### config.mk
export PLATFORM = sky130hd
export DESIGN_NAME = bmp_rle8_span_decoder_core
export DESIGN_NICKNAME = d
export VERILOG_FILES = /design/src/rtl/brle8_pkg.sv /design/src/rtl/brle8_out_fifo.sv /design/src/rtl/bmp_rle8_span_decoder_core.sv
export SDC_FILE = /design/constraint.sdc
export NUM_CORES = 1
export LEC_CHECK = 0
export BUFFER_PORTS_ARGS = -buffer_cell sky130_fd_sc_hd__buf_2
export CAP_MARGIN = 20
export CORE_UTILIZATION = 28
export CTS_BUF_LIST = sky130_fd_sc_hd__clkbuf_2 sky130_fd_sc_hd__clkbuf_4 sky130_fd_sc_hd__clkbuf_8
export CTS_CLUSTER_SIZE = 30
export DETAILED_ROUTE_END_ITERATION = 10
export GPL_TIMING_DRIVEN = 1
export PLACE_DENSITY = 0.44
export SETUP_SLACK_MARGIN = 0.2
export SYNTH_ARGS = -nofsm -noshare
export SYNTH_HDL_FRONTEND = slang
export SYNTH_SLANG_ARGS = --single-unit
### constraint.sdc
create_clock -name clk -period 5.79 [get_ports clk]
set_input_delay 1.158 -clock clk [delete_from_list [all_inputs] [get_ports clk]]
set_output_delay 1.158 -clock clk [all_outputs]
set_load 0.02 [all_outputs]
### src/rtl/brle8_pkg.sv
`default_nettype none

package brle8_pkg;

  localparam int COORD_BITS  = 16;
  localparam int BYTE_BITS   = 8;
  localparam int FIFO_DEPTH  = 4;
  localparam int FIFO_AW     = $clog2(FIFO_DEPTH);
  localparam logic [COORD_BITS-1:0] IMAGE_WIDTH_RST = COORD_BITS'(640);

  typedef enum logic [1:0] {
    KIND_FILL = 2'd0,
    KIND_RUN  = 2'd1,
    KIND_DONE = 2'd2,
    KIND_ERR  = 2'd3
  } kind_t;

  typedef enum logic [2:0] {
    PH_CMD0 = 3'd0,
    PH_CMD1 = 3'd1,
    PH_DX   = 3'd2,
    PH_DY   = 3'd3,
    PH_LIT  = 3'd4,
    PH_PAD  = 3'd5,
    PH_DONE = 3'd6
  } phase_t;

  localparam logic [BYTE_BITS-1:0] ESC_EOL   = 8'd0;
  localparam logic [BYTE_BITS-1:0] ESC_EOB   = 8'd1;
  localparam logic [BYTE_BITS-1:0] ESC_DELTA = 8'd2;

  typedef struct packed {
    kind_t                 kind;
    logic [COORD_BITS-1:0] start_x;
    logic [COORD_BITS-1:0] start_y;
    logic [COORD_BITS-1:0] end_x;
    logic [COORD_BITS-1:0] end_y;
    logic [BYTE_BITS-1:0]  color_index;
    logic [BYTE_BITS-1:0]  run_length;
    logic                  last_of_item;
  } res_t;

  function automatic logic [COORD_BITS-1:0] sat_add(input logic [COORD_BITS-1:0] a,
                                                    input logic [BYTE_BITS-1:0] b);
    logic [COORD_BITS:0] s;
    s = {1'b0, a} + {{(COORD_BITS + 1 - BYTE_BITS){1'b0}}, b};
    return s[COORD_BITS] ? {COORD_BITS{1'b1}} : s[COORD_BITS-1:0];
  endfunction

endpackage

`default_nettype wire

### src/rtl/brle8_out_fifo.sv
`default_nettype none

module brle8_out_fifo (
  input  wire logic             clk,
  input  wire logic             rst,
  input  wire logic [1:0]       push_n,
  input  wire brle8_pkg::res_t  push0,
  input  wire brle8_pkg::res_t  push1,
  output logic                  space_low,
  output logic                  head_valid,
  input  wire logic             head_stall,
  output brle8_pkg::res_t       head
);
  import brle8_pkg::*;

  res_t                entries [FIFO_DEPTH];
  logic [FIFO_AW-1:0]  wr_ptr;
  logic [FIFO_AW-1:0]  rd_ptr;
  logic [FIFO_AW:0]    count;
  logic                pop;

  assign head_valid = (count != '0);
  assign head       = entries[rd_ptr];
  assign pop        = head_valid && !head_stall;
  assign space_low  = (count > (FIFO_AW + 1)'(FIFO_DEPTH - 2));

  always_ff @(posedge clk) begin
    if (push_n != 2'd0) begin
      entries[wr_ptr] <= push0;
    end
    if (push_n == 2'd2) begin
      entries[FIFO_AW'(wr_ptr + 1'b1)] <= push1;
    end
  end

  always_ff @(posedge clk) begin
    if (rst) begin
      wr_ptr <= '0;
      rd_ptr <= '0;
      count  <= '0;
    end else begin
      wr_ptr <= FIFO_AW'(wr_ptr + push_n);
      if (pop) begin
        rd_ptr <= FIFO_AW'(rd_ptr + 1'b1);
      end
      count <= (FIFO_AW + 1)'(count + {{(FIFO_AW - 1){1'b0}}, push_n} - {{FIFO_AW{1'b0}}, pop});
    end
  end

`ifndef SYNTHESIS
  a_count_bound: assert property (@(posedge clk) disable iff (rst)
    count <= (FIFO_AW + 1)'(FIFO_DEPTH))
    else $error("result queue over depth");

  a_push_fits: assert property (@(posedge clk) disable iff (rst)
    (push_n != 2'd0) |-> !space_low)
    else $error("push while queue low on space");

  a_push_range: assert property (@(posedge clk) disable iff (rst)
    push_n != 2'd3)
    else $error("more than two results pushed");

  a_head_holds: assert property (@(posedge clk) disable iff (rst)
    (head_valid && head_stall) |=> (head_valid && $stable(rd_ptr)))
    else $error("stalled head lost");
`endif

endmodule

`default_nettype wire

### src/rtl/bmp_rle8_span_decoder_core.sv
// Span decoder for an 8-bit run-length bitmap stream.
// Input channel: one compressed byte per word (data_byte), or an end-of-file
// marker (end_of_data). A word moves when in_valid is high and in_stall low.
// Output channel: one span result per word, moved when out_valid is high and
// out_stall low. Each input word yields zero, one or two results (a gap fill
// before a color run, or a fill before bitmap done); last_of_item marks the
// final result of an input word.
// Results are registered in the result queue and leave from its head.
// Throughput: one input word per cycle while each word yields at most one
// result and the receiver does not stall; a four-entry result queue absorbs the
// second result of a word, and in_stall rises while fewer than two entries are free.
// When the receiver stalls, the head result holds and the queue fills; input
// then stalls too.
// image_width is written via cfg_wr_en / cfg_wr_data by the user only while idle; the block leaves it unchecked.
// Reset (rst, synchronous) empties the queue, sets image_width to 640, the
// position to the top-left corner and waits for a command byte. After bitmap
// done or a truncation error all further input words are dropped when taken.
`default_nettype none

module bmp_rle8_span_decoder_core (
  input  wire logic                            clk,
  input  wire logic                            rst,
  input  wire logic                            cfg_wr_en,
  input  wire logic [brle8_pkg::COORD_BITS-1:0] cfg_wr_data,
  input  wire logic                            in_valid,
  output logic                                 in_stall,
  input  wire logic [brle8_pkg::BYTE_BITS-1:0]  data_byte,
  input  wire logic                            end_of_data,
  output logic                                 out_valid,
  input  wire logic                            out_stall,
  output logic [1:0]                           kind,
  output logic [brle8_pkg::COORD_BITS-1:0]      start_x,
  output logic [brle8_pkg::COORD_BITS-1:0]      start_y,
  output logic [brle8_pkg::COORD_BITS-1:0]      end_x,
  output logic [brle8_pkg::COORD_BITS-1:0]      end_y,
  output logic [brle8_pkg::BYTE_BITS-1:0]       color_index,
  output logic [brle8_pkg::BYTE_BITS-1:0]       run_length,
  output logic                                 last_of_item
);
  import brle8_pkg::*;

  logic [COORD_BITS-1:0]        image_width;
  phase_t                       phase, phase_next;
  logic [BYTE_BITS-1:0]         first_byte, first_byte_next;
  logic [BYTE_BITS-1:0]         delta_dx, delta_dx_next;
  logic [BYTE_BITS-1:0]         literal_left, literal_left_next;
  logic                         pad_pending, pad_pending_next;
  logic [COORD_BITS-1:0]        cur_x, cur_x_next;
  logic [COORD_BITS-1:0]        cur_y, cur_y_next;
  logic signed [COORD_BITS:0]   last_written_x, last_written_x_next;
  logic [COORD_BITS-1:0]        last_written_y, last_written_y_next;

  logic                         accept;
  logic signed [COORD_BITS+1:0] lwx_p1;
  logic [COORD_BITS-1:0]        fill_sx;
  logic                         gap;
  logic                         eob_fill;
  logic [BYTE_BITS-1:0]         span_len;
  logic [COORD_BITS:0]          span_end;
  logic [COORD_BITS-1:0]        span_end_sat;
  res_t                         fill_rec, run_rec, eob_rec, done_rec, err_rec;
  res_t                         r0, r1;
  logic [1:0]                   n_res;
  logic [1:0]                   push_n;
  logic                         space_low;
  res_t                         head;

  assign accept = in_valid && !in_stall;
  assign in_stall = space_low;

  assign lwx_p1  = {last_written_x[COORD_BITS], last_written_x} + (COORD_BITS + 2)'(1);
  assign fill_sx = lwx_p1[COORD_BITS] ? {COORD_BITS{1'b1}} : lwx_p1[COORD_BITS-1:0];
  assign gap     = (cur_y > last_written_y) ||
                   ((cur_y == last_written_y) && ($signed({2'b00, cur_x}) > lwx_p1));
  assign eob_fill = lwx_p1 < $signed({2'b00, image_width});

  assign span_len     = (phase == PH_LIT) ? BYTE_BITS'(1) : first_byte;
  assign span_end     = {1'b0, cur_x} + {{(COORD_BITS + 1 - BYTE_BITS){1'b0}}, span_len}
                        - (COORD_BITS + 1)'(1);
  assign span_end_sat = span_end[COORD_BITS] ? {COORD_BITS{1'b1}} : span_end[COORD_BITS-1:0];

  always_comb begin
    fill_rec = '{kind: KIND_FILL, start_x: fill_sx, start_y: last_written_y,
                 end_x: cur_x, end_y: cur_y, color_index: '0, run_length: '0,
                 last_of_item: 1'b0};
    run_rec  = '{kind: KIND_RUN, start_x: cur_x, start_y: cur_y, end_x: '0, end_y: '0,
                 color_index: data_byte, run_length: span_len, last_of_item: 1'b1};
    eob_rec  = '{kind: KIND_FILL, start_x: fill_sx, start_y: last_written_y,
                 end_x: image_width, end_y: last_written_y, color_index: '0,
                 run_length: '0, last_of_item: 1'b0};
    done_rec = '{kind: KIND_DONE, start_x: '0, start_y: '0, end_x: '0, end_y: '0,
                 color_index: '0, run_length: '0, last_of_item: 1'b1};
    err_rec  = '{kind: KIND_ERR, start_x: '0, start_y: '0, end_x: '0, end_y: '0,
                 color_index: '0, run_length: '0, last_of_item: 1'b1};
  end

  always_comb begin
    phase_next          = phase;
    first_byte_next     = first_byte;
    delta_dx_next       = delta_dx;
    literal_left_next   = literal_left;
    pad_pending_next    = pad_pending;
    cur_x_next          = cur_x;
    cur_y_next          = cur_y;
    last_written_x_next = last_written_x;
    last_written_y_next = last_written_y;
    r0                  = err_rec;
    r1                  = done_rec;
    n_res               = 2'd0;

    if (phase == PH_DONE) begin
      n_res = 2'd0;
    end else if (end_of_data) begin
      r0         = err_rec;
      n_res      = 2'd1;
      phase_next = PH_DONE;
    end else begin
      unique case (phase)
        PH_CMD0: begin
          first_byte_next = data_byte;
          phase_next      = PH_CMD1;
        end
        PH_CMD1: begin
          phase_next = PH_CMD0;
          if (first_byte != '0) begin
            if (gap) begin
              r0    = fill_rec;
              r1    = run_rec;
              n_res = 2'd2;
            end else begin
              r0    = run_rec;
              n_res = 2'd1;
            end
            last_written_x_next = $signed({1'b0, span_end_sat});
            last_written_y_next = cur_y;
            cur_x_next          = sat_add(cur_x, first_byte);
          end else if (data_byte == ESC_EOL) begin
            cur_x_next = '0;
            cur_y_next = sat_add(cur_y, BYTE_BITS'(1));
          end else if (data_byte == ESC_EOB) begin
            if (eob_fill) begin
              r0    = eob_rec;
              r1    = done_rec;
              n_res = 2'd2;
            end else begin
              r0    = done_rec;
              n_res = 2'd1;
            end
            last_written_x_next = '1;
            last_written_y_next = sat_add(last_written_y, BYTE_BITS'(1));
            phase_next          = PH_DONE;
          end else if (data_byte == ESC_DELTA) begin
            phase_next = PH_DX;
          end else begin
            literal_left_next = data_byte;
            pad_pending_next  = data_byte[0];
            phase_next        = PH_LIT;
          end
        end
        PH_DX: begin
          delta_dx_next = data_byte;
          phase_next    = PH_DY;
        end
        PH_DY: begin
          cur_x_next = sat_add(cur_x, delta_dx);
          cur_y_next = sat_add(cur_y, data_byte);
          phase_next = PH_CMD0;
        end
        PH_LIT: begin
          if (gap) begin
            r0    = fill_rec;
            r1    = run_rec;
            n_res = 2'd2;
          end else begin
            r0    = run_rec;
            n_res = 2'd1;
          end
          last_written_x_next = $signed({1'b0, span_end_sat});
          last_written_y_next = cur_y;
          cur_x_next          = sat_add(cur_x, BYTE_BITS'(1));
          literal_left_next   = BYTE_BITS'(literal_left - 1'b1);
          if (literal_left_next == '0) begin
            phase_next       = pad_pending ? PH_PAD : PH_CMD0;
            pad_pending_next = 1'b0;
          end
        end
        PH_PAD: begin
          pad_pending_next = 1'b0;
          phase_next       = PH_CMD0;
        end
        default: begin
          phase_next = PH_CMD0;
        end
      endcase
    end
  end

  assign push_n = accept ? n_res : 2'd0;

  always_ff @(posedge clk) begin
    if (rst) begin
      image_width    <= IMAGE_WIDTH_RST;
      phase          <= PH_CMD0;
      first_byte     <= '0;
      delta_dx       <= '0;
      literal_left   <= '0;
      pad_pending    <= 1'b0;
      cur_x          <= '0;
      cur_y          <= '0;
      last_written_x <= '1;
      last_written_y <= '0;
    end else begin
      if (cfg_wr_en) begin
        image_width <= cfg_wr_data;
      end
      if (accept) begin
        phase          <= phase_next;
        first_byte     <= first_byte_next;
        delta_dx       <= delta_dx_next;
        literal_left   <= literal_left_next;
        pad_pending    <= pad_pending_next;
        cur_x          <= cur_x_next;
        cur_y          <= cur_y_next;
        last_written_x <= last_written_x_next;
        last_written_y <= last_written_y_next;
      end
    end
  end

  brle8_out_fifo u_out_fifo (
    .clk        (clk),
    .rst        (rst),
    .push_n     (push_n),
    .push0      (r0),
    .push1      (r1),
    .space_low  (space_low),
    .head_valid (out_valid),
    .head_stall (out_stall),
    .head       (head)
  );

  assign kind         = head.kind;
  assign start_x      = head.start_x;
  assign start_y      = head.start_y;
  assign end_x        = head.end_x;
  assign end_y        = head.end_y;
  assign color_index  = head.color_index;
  assign run_length   = head.run_length;
  assign last_of_item = head.last_of_item;

`ifndef SYNTHESIS
  a_done_sticky: assert property (@(posedge clk) disable iff (rst)
    (phase == PH_DONE) |=> (phase == PH_DONE))
    else $error("left done phase");

  a_done_silent: assert property (@(posedge clk) disable iff (rst)
    (accept && (phase == PH_DONE)) |-> (push_n == 2'd0))
    else $error("result after done");

  a_eof_ends: assert property (@(posedge clk) disable iff (rst)
    (accept && end_of_data) |=> (phase == PH_DONE))
    else $error("end of data did not stop decode");

  a_lwx_floor: assert property (@(posedge clk) disable iff (rst)
    last_written_x >= $signed({(COORD_BITS + 1){1'b1}}))
    else $error("last written column below minus one");
`endif

endmodule

`default_nettype wire
==> metrics.md, run 1 <==
| Metric | Value |
|---|---|
| Sink Count | `450` |
| Yosys Warn Count | `0` |
| Final setup violation count | `0` |
| Die W | `302 um` |
| First-pass GRT wire length | `136000 um` |
| Primary FF master, synth | `dfxtp_1` |
| Met3 Use GR | `0.0340` |
| Leak pwr | `10.3 nW` |
| Slew headroom | `0.247` |
| Minimum clock period | `5.22 ns` |
| Post-Syn Instances | `2528` |
| Status | `finished, final reports clean` |
| Overall Power | `11.5 mW` |
| Post-route DRC violation count | `0` |
| Worst setup path class | `reg2reg` |
| Crit path launch type | `register` |
| Cell variety after synth | `92` |
| Most frequent cells in the layout | `248 x dfxtp_1, 228 x nor2_1, 207 x o21ai_0` |
| Post-Route WL | `92400 um` |
| Final Hold Vio Count | `0` |
| Die area | `91300 um^2` |
| Die H | `302 um` |
| Crit path capture type | `register` |
| Post-route setup slack | `0.572 ns` |
| Slew Limit Fails | `0` |
| Number of synthesized flops with an enable pin | `200` |
| Avg WL per Cell | `23.9 um` |
| Maximum vdd drop | `0.271 mV` |
| Met2 Usage GRT | `0.317` |
| Total congestion overflow | `0` |
| Mapped Nets | `2670` |
| Starting DRT DRC Count | `1894` |
| Final Cycle Share | `0.901` |
| Worst Path Max Fanout | `27` |
| CTS tree | `done` |
| Maximum number of pins on one net before global-route repair | `70` |
| Total CTS buffers | `83` |
| Hold-fix buffers, CTS | `0` |
| Layout Nets | `2773` |
| Vias in the first global route | `20500` |
| Core Rows | `109` |
| RSZ-0062 raised after global routing | `no` |
| GRT Total Usage | `0.200` |
| Power per cell area | `394 nW/um^2` |
| Avg Cell Area, Syn | `9.98 um^2` |
| Via Count | `21000` |
| Most Crowded Layer GR | `met2` |
| Worst-path clk slew | `0.06 ns` |
| Max H-tree Level | `3` |
| Final ANT Viol Nets | `0` |
| Setup slack at placement | `0.590 ns` |
| Ratio of cells with drive above 1 in the final layout | `0.188` |
| Worst-Margin Slew | `1.12 ns` |
| Initial antenna violation count | `1` |
| Number of vias per cell | `5.43` |
| Post-CTS setup buffer count | `0` |
| PortBufs | `114` |
| TNS Setup | `0 ns` |
| Root Buffer | `clkbuf_8` |
| Hold/Removal Path Class | `reg2reg` |
| Clock Path Buffers | `3` |
| Pre-antenna DRT Iters | `6` |
| Seq/Total Area, Yosys | `0.437` |
| Synthesis-stage register bit count | `450` |
| Post-DP HPWL | `65300 um` |
| Clk_skew | `0.0370 ns` |
| Met1 Use GR | `0.278` |
| Area added between synthesis and finish | `15.4%` |
| WP data required | `6.34 ns` |
| Async S/R FF share, synth | `0` |
| Initial Utilization | `0.284` |
| Clk_lat worst skew | `0.71 ns` |
| CP arrival | `5.77 ns` |
| Leading cell type in the layout, fill and taps excluded | `dfxtp_1` |
| Core area | `88800 um^2` |
| Placer Congestion | `0.901` |
| Final hold slack | `0.467 ns` |
| Number of max-cap violations | `0` |
| Mapped cell area | `25200 um^2` |
| FMAX | `0.192 GHz` |
| I/O Pins | `115` |
[power by group]
group / internal [mW] / switching [mW] / total (mW)
Sequential: 3.74 / 0.263 / 4.00
Clock: 1.91 / 1.44 / 3.35
Combinational: 1.45 / 2.66 / 4.11
Total: 7.10 / 4.37 / 11.5
[cell families after synthesis]
kind of cell | synth area share
flops | 0.437
xor+xnor | 0.0266
simple gates | 0.141
mux | 0.0893
buf+inv | 0.0476
fa+ha+maj | 0.0575
compound gates | 0.201
[routing by layer]
metal	up-vias	routed length, um
met5	-	0
met4	0	2330
met3	121	5730
met2	731	42100
met1	10400	42200
li1	9715	-
[worst paths after layout]
| check | from | to | slack (ns) | cells after the start |
|---|---|---|---|---|
| setup / recovery | last_written_x[0]$_SDFFE_PP1P_ | u_out_fifo.entries[2][11]$_DFFE_PP_ | 0.57 | 19 |
| hold reg to reg | u_out_fifo.entries[0][32]$_SDFFE_PP0N_ | u_out_fifo.entries[0][32]$_SDFFE_PP0N_ | 0.47 | 2 |
| hold / removal | u_out_fifo.entries[0][32]$_SDFFE_PP0N_ | u_out_fifo.entries[0][32]$_SDFFE_PP0N_ | 0.47 | 2 |
| setup reg to reg | last_written_x[0]$_SDFFE_PP1P_ | u_out_fifo.entries[2][11]$_DFFE_PP_ | 0.57 | 19 |
[worst max-delay path, cell delays in order (launching register included)]
cell and delay [ns]:
dfxtp_1 0.47, ha_1 0.25, nand3_2 0.24, nor2_1 0.16, nand2_1 0.07, xor2_1 0.19
ha_1 0.34, nand3_1 0.09, a2111oi_0 0.35, nor2_1 0.13, o21bai_1 0.19, a311oi_1 0.49
or2_1 0.26, a31o_1 0.20, buf_4 0.22, inv_2 0.18, or2_2 0.35, buf_4 0.26
o22ai_2 0.42, and2_1 0.20
[repair_timing]
action / in CTS / in global routing
endpoints found under the setup margin: 0 / 37
hold endpoints to repair: 0 / 0
gates resized for setup: 0 / 1
[layout make-up]
| class | count | area, um^2 |
|---|---|---|
| Timing Repair Buffer | 197 | 1270 |
| Inverter | 117 | 439 |
| Multi-Input combinational cell | 1782 | 13100 |
| Antenna cell | 1 | 2.50 |
| Sequential cell | 450 | 11000 |
| Clock inverter | 25 | 228 |
| Fill cell | 9034 | 59700 |
| Tap cell | 1165 | 1460 |
| Clock buffer | 130 | 1610 |
[metrics by stage]
stage / instance area, um^2 / std cells / util
floorplan: 25200 / 2528 / -
global placement: 27200 / 3710 / 0.307
detailed placement: 27300 / 3711 / 0.307
CTS: 29100 / 3866 / 0.328
global route: 29100 / 3867 / 0.328
finish: 29100 / 3867 / 0.328
[cell usage after synthesis (52+ instances only)]
cell type  instances  share of area
nand3_1          152          0.030
ha_1             107          0.053
nand2_1          167          0.025
dfxtp_1          250           0.20
mux4_2            83          0.074
xnor2_1           52          0.018
a21oi_1           93          0.018
inv_1            113          0.017
nor2_1           228          0.034
edfxtp_1         200           0.24
o21ai_0          207          0.041
o2bb2ai_1         58          0.020
clkbuf_1         118          0.018
[state kept, by name, indices dropped and copies added (netlist names), named ones only]
name	cells
u_out_fifo.entries	332
last_written_x	17
cur_x	16
cur_y	16
image_width	16
last_written_y	16
delta_dx	8
first_byte	8
literal_left	8
phase	3
u_out_fifo.count	3
u_out_fifo.rd_ptr	2
u_out_fifo.wr_ptr	2
pad_pending	1
No activity file was read; power rests on OpenSTA's default activity.
==> run 2, diff against run 1 <==
- CAP_MARGIN: 20 -> unset
- CTS_BUF_LIST: sky130_fd_sc_hd__clkbuf_2 sky130_fd_sc_hd__clkbuf_4 sky130_fd_sc_hd__clkbuf_8 -> unset
==> run 2 against run 1 <==
Effect of this change:
- sequential cell count unchanged
- critical endpoint is now u_out_fifo.entries[2][15]$_DFFE_PP_
- worst hold slack got worse by 0.00078 ns
- combinational power barely moved
- first-iteration DRC count is 7.3% lower
- sequential share of layout area increased by 0.057 points
- total power grew 0.87%
==> metrics.md, run 2 (same netlist as run 1, synthesis figures left out) <==
| Metric | Value |
|---|---|
| Fill cells | `9014 (-0.22%)` |
| Placer Congestion | `0.901 (unchanged)` |
| N_diodes | `0 (-1)` |
| Via Count | `20900 (-0.68%)` |
| Core Rows | `109 (unchanged)` |
| Worst-path clk slew | `0.06 ns (about the same)` |
| Crit path capture type | `register` |
| Max reg flops | `332 (unchanged)` |
| Initial antenna violation count | `1 (unchanged)` |
| Slew Limit Fails | `0 (unchanged)` |
| Crit path launch type | `register` |
| Total CTS buffers | `52 (-37%)` |
| Minimum clock period | `5.20 ns (-0.0224 ns)` |
| Slew headroom | `0.0882 (-0.158)` |
| Pre-antenna DRT Iters | `9 (+3)` |
| Biggest regs | `u_out_fifo.entries: 332 flops, last_written_x: 17 flops` |
| Overall Power | `11.6 mW (+0.87%)` |
| CP arrival | `5.67 ns (-0.10 ns)` |
| Placed insts | `3710 (-0.027%)` |
| Clk_lat worst skew | `0.63 ns (-0.08 ns)` |
| HP Start | `u_out_fifo.entries[0][0]$_SDFFE_PP1N_` |
| First-pass GRT wire length | `136000 um (-0.14%)` |
| Maximum vdd drop | `0.255 mV (-6.2%)` |
| PortBufs | `114 (unchanged)` |
| Worst-Margin Slew | `1.35 ns (+0.229 ns)` |
| Final Hold Vio Count | `0 (unchanged)` |
| Post-route DRC violation count | `0 (unchanged)` |
| CTS tree | `done` |
| Power per cell area | `398 nW/um^2 (+1.0%)` |
| Core area | `88800 um^2 (unchanged)` |
| Area added between synthesis and finish | `15.2%` |
| Initial Utilization | `0.284 (unchanged)` |
| Post-Layout Cell Count | `3807 (-1.6%)` |
| Final setup violation count | `0 (unchanged)` |
| Leading cell type in the layout, fill and taps excluded | `dfxtp_1` |
| WP data required | `6.27 ns (-0.07 ns)` |
| Post-layout util | `0.327 (-0.000493)` |
| Max H-tree Level | `2 (-1)` |
| Largest register by flop count | `u_out_fifo.entries` |
| Maximum number of pins on one net before global-route repair | `70 (unchanged)` |
| GRT Total Usage | `0.199 (-0.00113)` |
| Post-DP HPWL | `65200 um (-0.18%)` |
| Worst setup path class | `reg2reg` |
| Number of vias per cell | `5.48 (+0.88%)` |
| Sink Count | `450 (unchanged)` |
| Ratio of cells with drive above 1 in the final layout | `0.168 (-0.0193)` |
| Avg WL per Cell | `24.2 um (+1.4%)` |
| Clk_skew | `0.0405 ns (+0.00351 ns)` |
| Final Cycle Share | `0.897 (-0.00387)` |
| Crit path launch | `last_written_x[0]$_SDFFE_PP1P_` |
| Die W | `302 um (unchanged)` |
| Most frequent cells in the layout | `248 x dfxtp_1, 228 x nor2_1, 207 x o21ai_0` |
| FMAX | `0.192 GHz (+0.43%)` |
| Layout Nets | `2741 (-1.2%)` |
| Die H | `302 um (unchanged)` |
| Number of max-cap violations | `0 (unchanged)` |
| Die area | `91300 um^2 (unchanged)` |
| Leak pwr | `10.2 nW (-0.84%)` |
| Starting DRT DRC Count | `1755 (-7.3%)` |
| I/O Pins | `115 (unchanged)` |
| R2R Path Start | `last_written_x[0]$_SDFFE_PP1P_` |
| Post-Route WL | `92200 um (-0.22%)` |
| Final Cell Area | `29100 um^2 (-0.15%)` |
| Final ANT Viol Nets | `0 (unchanged)` |
| Clock Path Buffers | `3 (unchanged)` |
| Root Buffer | `clkbuf_16` |
| Hold/Removal Path Class | `reg2reg` |
| Vias in the first global route | `20400 (-0.36%)` |
| TNS Setup | `0 ns (unchanged)` |
| Total congestion overflow | `0 (unchanged)` |
| Worst Path Max Fanout | `27 (unchanged)` |
| Placed Area | `27200 um^2 (about the same)` |
| RSZ-0062 raised after global routing | `no` |
| Status | `finished, final reports clean` |
-- run 2: stage by stage --
step	hold WS [ns]	setup slack (ns)
2_1_floorplan	0.436	0.699
3_3_place_gp	0.440	0.676
3_5_place_dp	0.454	0.600
4_1_cts	0.468	0.541
5_1_grt	0.488	0.227
6_report	0.466	0.595
-- run 2: path summary, 6_finish.rpt --
path	end	slack [ns]	cells after the start
setup reg to reg	u_out_fifo.entries[2][15]$_DFFE_PP_	0.59	19
hold reg to reg	u_out_fifo.entries[0][0]$_SDFFE_PP1N_	0.47	1
setup / recovery	u_out_fifo.entries[2][15]$_DFFE_PP_	0.59	19
hold / removal	u_out_fifo.entries[0][0]$_SDFFE_PP1N_	0.47	1
-- run 2: what timing repair did --
action / CTS / global route
endpoints found under the setup margin: 0 / 41
buffers inserted: 0 / 0
gates resized for setup: 0 / 1
hold buffers: 0 / 0
-- run 2: final cells by class --
type	instances	area (um^2)	share of cell area
Clock inverter	28	307	0.0106
Sequential cell	450	11000	0.379
Multi-Input combinational cell	1782	13100	0.450
Inverter	117	439	0.0151
Clock buffer	69	1490	0.0514
Timing Repair Buffer	196	1260	0.0435
Tap cell	1165	1460	0.0502
-- run 2: power breakdown --
part | total (mW) | leakage [nW] | internal (mW) | switching [mW]
sequential | 4.00 | 3.83 | 3.74 | 0.265
combinational | 4.09 | 5.50 | 1.45 | 2.65
clock | 3.47 | 0.888 | 2.04 | 1.43
total | 11.6 | 10.2 | 7.23 | 4.34
-- run 2: critical path, stage by stage (launching register included) --
cell and delay (ns):
dfxtp_1 0.47, ha_1 0.25, nand3_2 0.23, nor2_1 0.16, nand2_1 0.08, xor2_1 0.19, ha_1 0.33, nand3_1 0.09
a2111oi_0 0.36, nor2_1 0.16, o21bai_1 0.20, a311oi_1 0.46, or2_1 0.26, a31o_1 0.19, buf_4 0.22, inv_2 0.18
or2_2 0.35, buf_4 0.27, o22ai_2 0.40, and2_1 0.20
-- run 2: routing by layer --
metal,part of all wire,vias to the layer above,routed length [um],global-route usage
met5,0.00011,-,10,0
met4,0.024,2,2250,0.0552
met3,0.062,118,5680,0.0300
met2,0.46,678,42600,0.319
met1,0.45,10400,41700,0.278
li1,-,9643,-,-
